==> src/incdf_pkg.sv <==
// ============================================================================
// incdf_pkg: shared constants and types for the inverse normal CDF block
// Holds the fixed-point widths, the rational approximation coefficients and
// the sideband tag type used by the pipeline modules.
// ============================================================================
`default_nettype none

package incdf_pkg;

    // Default parameter values.
    localparam int PROB_FRAC_BITS_DEF   = 32;
    localparam int RESULT_FRAC_BITS_DEF = 16;

    // Internal fixed-point formats.
    localparam int INT_FRAC  = 28;
    localparam int MANT_FRAC = 30;
    localparam int LOG_ITERS = 30;
    localparam int W_M       = 32;   // Q1.30 mantissa, fits below 2^32
    localparam int W_L       = 37;   // -log2 q in Q.30, up to 48 * 2^30
    localparam int W_U       = 38;   // -2 ln q in Q.30, up to 67 * 2^30
    localparam int W_T       = 32;   // sqrt in Q.28
    localparam int W_RAD     = W_U + 26;
    localparam int SQRT_ITERS = W_RAD / 2;
    localparam int W_ACC     = 40;   // Horner accumulators
    localparam int W_QUO     = 40;
    localparam int W_NUMSH   = W_ACC + INT_FRAC + 1;

    localparam logic [W_ACC-1:0] C0 = W_ACC'(64'd675253953);
    localparam logic [W_ACC-1:0] C1 = W_ACC'(64'd215514211);
    localparam logic [W_ACC-1:0] C2 = W_ACC'(64'd2772401);
    localparam logic [W_ACC-1:0] D0 = W_ACC'(64'd384611100);
    localparam logic [W_ACC-1:0] D1 = W_ACC'(64'd50806510);
    localparam logic [W_ACC-1:0] D2 = W_ACC'(64'd351114);
    localparam logic [W_ACC-1:0] ONE_Q28 = W_ACC'(64'd268435456);
    localparam logic [24:0] TWO_LN2_Q24 = 25'd23258160;

    // Sideband that travels with every item.
    typedef struct packed {
        logic valid;
        logic invalid;
        logic lower;
    } t_tag;

endpackage

`default_nettype wire

==> src/incdf_sqrt.sv <==
// ============================================================================
// incdf_sqrt: pipelined integer square root
// Restoring square root of u * 2^26, one result bit per stage, giving t in
// Q.28.
// ============================================================================
`default_nettype none

module incdf_sqrt (
    input  wire                        i_clk,
    input  wire                        i_rst_n,
    input  wire                        i_en,
    input  incdf_pkg::t_tag            i_tag,
    input  wire [incdf_pkg::W_U-1:0]   i_u,
    output incdf_pkg::t_tag            o_tag,
    output logic [incdf_pkg::W_T-1:0]  o_t
);
    import incdf_pkg::*;

    localparam int NS = SQRT_ITERS + 1;
    localparam int WR = SQRT_ITERS + 2;

    t_tag              r_tag [NS];
    logic [W_RAD-1:0]  r_rad [NS];
    logic [WR-1:0]     r_rem [NS];
    logic [SQRT_ITERS-1:0] r_root [NS];

    // Each stage brings down two radicand bits and decides one root bit.
    always_ff @(posedge i_clk) begin
        if (i_en) begin
            r_tag[0].invalid <= i_tag.invalid;
            r_tag[0].lower   <= i_tag.lower;
            r_rad[0]  <= {i_u, 26'd0};
            r_rem[0]  <= '0;
            r_root[0] <= '0;
            for (int s = 1; s < NS; s++) begin
                logic [WR-1:0] trial;
                logic [WR-1:0] cur;
                cur   = {r_rem[s-1][WR-3:0], r_rad[s-1][W_RAD-1 -: 2]};
                trial = {r_root[s-1], 2'b01};
                r_tag[s].invalid <= r_tag[s-1].invalid;
                r_tag[s].lower   <= r_tag[s-1].lower;
                r_rad[s] <= r_rad[s-1] << 2;
                if (cur >= trial) begin
                    r_rem[s]  <= cur - trial;
                    r_root[s] <= {r_root[s-1][SQRT_ITERS-2:0], 1'b1};
                end else begin
                    r_rem[s]  <= cur;
                    r_root[s] <= {r_root[s-1][SQRT_ITERS-2:0], 1'b0};
                end
            end
        end
        if (!i_rst_n) begin
            for (int s = 0; s < NS; s++) r_tag[s].valid <= 1'b0;
        end else if (i_en) begin
            r_tag[0].valid <= i_tag.valid;
            for (int s = 1; s < NS; s++) r_tag[s].valid <= r_tag[s-1].valid;
        end
    end

    assign o_tag = r_tag[NS-1];
    assign o_t   = W_T'(r_root[NS-1]);

endmodule

`default_nettype wire

==> config.mk <==
export PLATFORM = sky130hd
export DESIGN_NAME = incdf_sqrt
export DESIGN_NICKNAME = d
export VERILOG_FILES = /design/src/incdf_pkg.sv /design/src/incdf_sqrt.sv
export SDC_FILE = /design/constraint.sdc
export NUM_CORES = 2
export LEC_CHECK = 0
export ABC_AREA = 1
export BUFFER_PORTS_ARGS = -buffer_cell sky130_fd_sc_hd__buf_2
export CAP_MARGIN = 20
export CORE_ASPECT_RATIO = 2
export CORE_UTILIZATION = 30
export DETAILED_ROUTE_END_ITERATION = 16
export SETUP_SLACK_MARGIN = 0.2
export SLEW_MARGIN = 20
export SYNTH_ARGS = -nofsm -noshare
export SYNTH_HDL_FRONTEND = slang
export SYNTH_MEMORY_MAX_BITS = 65536
export SYNTH_SLANG_ARGS = --single-unit
==> constraint.sdc <==
create_clock -name i_clk -period 4.1 [get_ports i_clk]
set_input_delay 0.82 -clock i_clk [delete_from_list [all_inputs] [get_ports i_clk]]
set_output_delay 0.82 -clock i_clk [all_outputs]
set_load 0.01 [all_outputs]
==> metrics.log <==
INFO  metric outcome = completed
INFO  metric reg2reg_from = r_root[23][0]
INFO  metric core.rowCount = 323
INFO  metric first_pass_grt_wire_length = 650,000 um
INFO  metric period_share = 89.2%
INFO  metric critPathMaxFanout = 45
INFO  metric max-slew-margin-rel = 33.0%
INFO  metric numCtsBuffers = 200
INFO  metric synth.cells.most_frequent = sky130_fd_sc_hd__nand2_1 (4,102), sky130_fd_sc_hd__inv_1 (2,399), sky130_fd_sc_hd__edfxtp_1 (1,939)
INFO  metric clock_tree.htree_level_count = 4
INFO  metric power_density = 484 nW/um^2
INFO  metric transition_time_at_the_pin_with_the_least_slew_margin = 1.00 ns
INFO  metric power.leakage = 58.6 nW
INFO  metric synth_largest_type_area_fraction = 49.8%
INFO  metric cp_cell_sequence = inv_1 > ha_1 > inv_1 > fa_1 > inv_1 > nand3_1 > nand2_1 > nand3_1 > nand2_1 > nand2_1 > nand4_2 > buf_4 > nor2_1 > a21oi_1
INFO  metric multi_input_area = 48,500 sq um
INFO  metric top_cells_by_area_synth = sky130_fd_sc_hd__edfxtp_1 (50%), sky130_fd_sc_hd__nand2_1 (13%), sky130_fd_sc_hd__inv_1 (7.7%), sky130_fd_sc_hd__ha_1 (5.7%), sky130_fd_sc_hd__nor2_1 (4.9%)
INFO  metric ys.warnings.count = 0
INFO  metric route.antenna.remaining_nets = 0
INFO  metric vdd.ir_drop.worst = 0.409 mV
INFO  metric achievable-frequency = 273 MHz
INFO  metric clkTransAtPathRegs = 0.07 ns
INFO  metric number_of_cells_on_the_worst_reg_to_reg_path = 14
INFO  metric floorplan.die_area = 392,000 sq um
INFO  metric critical_path.endpoint_type = flop
INFO  metric rsz0062_at_grt = false
INFO  metric post_synth_instance_area = 117,000 sq um
INFO  metric holdPathStages = 1
INFO  metric die_width = 443 um
INFO  metric initial_core_util = 30.2%
INFO  metric cp_data_arrival_time = 4.37 ns
INFO  metric ios = 79
INFO  metric floorplan.core_area = 387,000 sq um
INFO  metric worst_setup_path_start_kind = flop
INFO  metric clockRootBuffer = sky130_fd_sc_hd__clkbuf_16
INFO  metric clock_sinks = 1,940
INFO  metric grt_antenna_before_repair = 11
INFO  metric critPathSlowestCell = sky130_fd_sc_hd__fa_1
INFO  metric clock_tree.buffer_depth = 4
INFO  metric grt_usage = 22.9%
INFO  metric postSynthRegisterBits = 1,940
INFO  metric vias = 95,525
INFO  metric yosysTopAreaCell = sky130_fd_sc_hd__edfxtp_1
INFO  metric skew = 0.0871 ns
INFO  metric syn-mean-instance-area = 8.22 sq um
INFO  metric final_core_util = 33.7%
INFO  metric grt_max_degree = 161
INFO  metric area_growth_syn_to_layout = 11.7%
INFO  metric first_global_vias = 100,017
INFO  metric final-max-slew-violation-count = 0
INFO  metric area.sequential = 58,200 sq um
INFO  metric layout_setup_ws = 0.442 ns
INFO  metric place_hpwl = 378,000 um
INFO  metric totalNegativeSetupSlack = 0 ns
INFO  metric drt-total-wl = 460,000 um
INFO  metric place_ws = 0.391 ns
INFO  metric avgViaCountPerCell = 4.87
INFO  metric drt_first_iter_violations = 5,282
INFO  metric timing_hold_violations_final = 0
INFO  metric synth.lib_cells_used.distinct = 58
INFO  metric maxCapViolCount = 0
INFO  metric synth.yosys.seq_area_share = 49.8%
INFO  metric async_reset_ff_share = 0%
INFO  metric filler_cell_count = 40,797
INFO  metric drt-wirelength-per-cell = 23.4 um
INFO  metric timing_startpoint_of_the_critical_path = r_root[23][0]
INFO  metric cts_tree = yes
INFO  metric post_route_cells_drive_above_1_share = 4.14%
INFO  metric worst_skew_pair.late_latency = 0.95 ns
INFO  metric grt.overflow.total = 0
INFO  metric finalSetupViolCount = 0
INFO  metric finish.net_count = 15,029
INFO  metric post_cts.resized_instances = 0
INFO  metric die_y = 885 um
INFO  metric critPathRequiredTime = 4.82 ns
INFO  metric mapped_nets = 14,806
INFO  metric critical_path.max_stage_delay = 0.49 ns
INFO  metric syn_inst = 14,213
INFO  metric place.port_buffers = 78
INFO  metric gp_congestion = 1.03
INFO  metric synth_flop_cell = sky130_fd_sc_hd__edfxtp_1
INFO  metric post-route-min-period = 3.66 ns
INFO  metric worstHoldStart = i_u[21]
INFO  metric hp-class = in -> reg
INFO  metric dr.pass1.iters = 6
INFO  metric yosys.cell_count.top_type = sky130_fd_sc_hd__nand2_1
INFO  metric criticalPathCategory = reg -> reg
INFO  metric synth-edff-count = 1,939
INFO  metric drt_drc_violations_left = 0
-- power by group --
| part | leakage (nW) | internal, mW | switching (mW) |
|---|---|---|---|
| Clock | 3.27 | 11.1 | 8.52 |
| Combinational | 37.0 | 4.86 | 11.5 |
| Sequential | 18.4 | 24.8 | 2.51 |
| Total | 58.6 | 40.7 | 22.5 |
-- cell type report --
cell class,instances,share of cell area [%]
diodes,8,0.0153
clock buffers,222,3.95
clock inverters,133,1.24
inverters,2417,6.96
multi-input cells,9685,37.2
flip-flops and latches,1940,44.6
well taps,5037,4.83
repair buffers,192,1.17
-- cell families (layout without fill, tap and decap cells) --
group	count (synthesis)	in the layout	synth area share [%]
simple gates	7450	7450	26.8
fa+ha+maj	549	549	5.95
xor+xnor	395	395	2.96
buf+inv	2588	2964	8.62
other cells	0	8	0
compound gates	1291	1291	5.78
flops	1940	1940	49.8
-- per-stage QoR --
| stage | cells | power, mW | area [sq um] | hold WS [ns] |
|---|---|---|---|---|
| 3_5_place_dp | 19250 | 43.8 | 123000 | 0.405 |
| 5_1_grt | 19629 | 66.0 | 130000 | 0.0482 |
| 3_3_place_gp | 19250 | 43.9 | 123000 | 0.400 |
| 4_1_cts | 19626 | 63.6 | 130000 | 0.0185 |
| 2_1_floorplan | 14213 | 36.8 | 117000 | 0.400 |
| 6_report | 19634 | 63.2 | 130000 | 0.0809 |
-- placed cells by master (no fill, tap or decap), drive strengths merged, types with 2 or more instances in the layout --
master and instances:
a21boi 10, a21o 15, a21oi 616, a31oi 4, and2 32, and3 21, buf 171, bufinv 31
clkbuf 222, clkinv 65, clkinvlp 19, diode 8, dlygate4sd3 21, edfxtp 1939, fa 12, ha 537
inv 2435, nand2 4115, nand3 979, nand3b 105, nand4 334, nor2 1552, nor2b 2, nor3 234
nor3b 8, nor4 37, o211ai 6, o21a 10, o21ai 573, o21bai 55, or2 28, xnor2 180
xor2 215
-- final timing paths --
path	slack [ns]	end
worst min register to register	0.35	r_rad[0][616]
worst max register to register	0.44	r_rem[24][7]
worst max-delay path	0.44	r_rem[24][7]
worst min-delay path	0.08	r_rad[0][45]
-- worst max-delay path: cells and delay by family, from the launching register on --
kind / cells / cell delay, ns
simple gates: 7 / 1.10
buf+inv: 4 / 0.78
fa+ha+maj: 2 / 0.78
flops: 1 / 0.46
compound gates: 1 / 0.28
-- registers in the layout (all words and copies together) (netlist names) --
name / cells
r_rem: 933
r_root: 528
r_rad: 380
r_tag: 99
-- timing repair --
item,in CTS,in global routing
endpoints found under the hold margin,21,0
buffers inserted,0,0
hold buffers,21,0
-- metal layers --
layer	global-route usage, %	wire length (um)	vias to the layer above
li1	-	-	46933
met1	15.4	118000	44348
met2	47.7	265000	2600
met3	2.47	12600	1644
met4	27.0	64700	0
met5	0	0	-
Power figures use the tool's default switching activity.
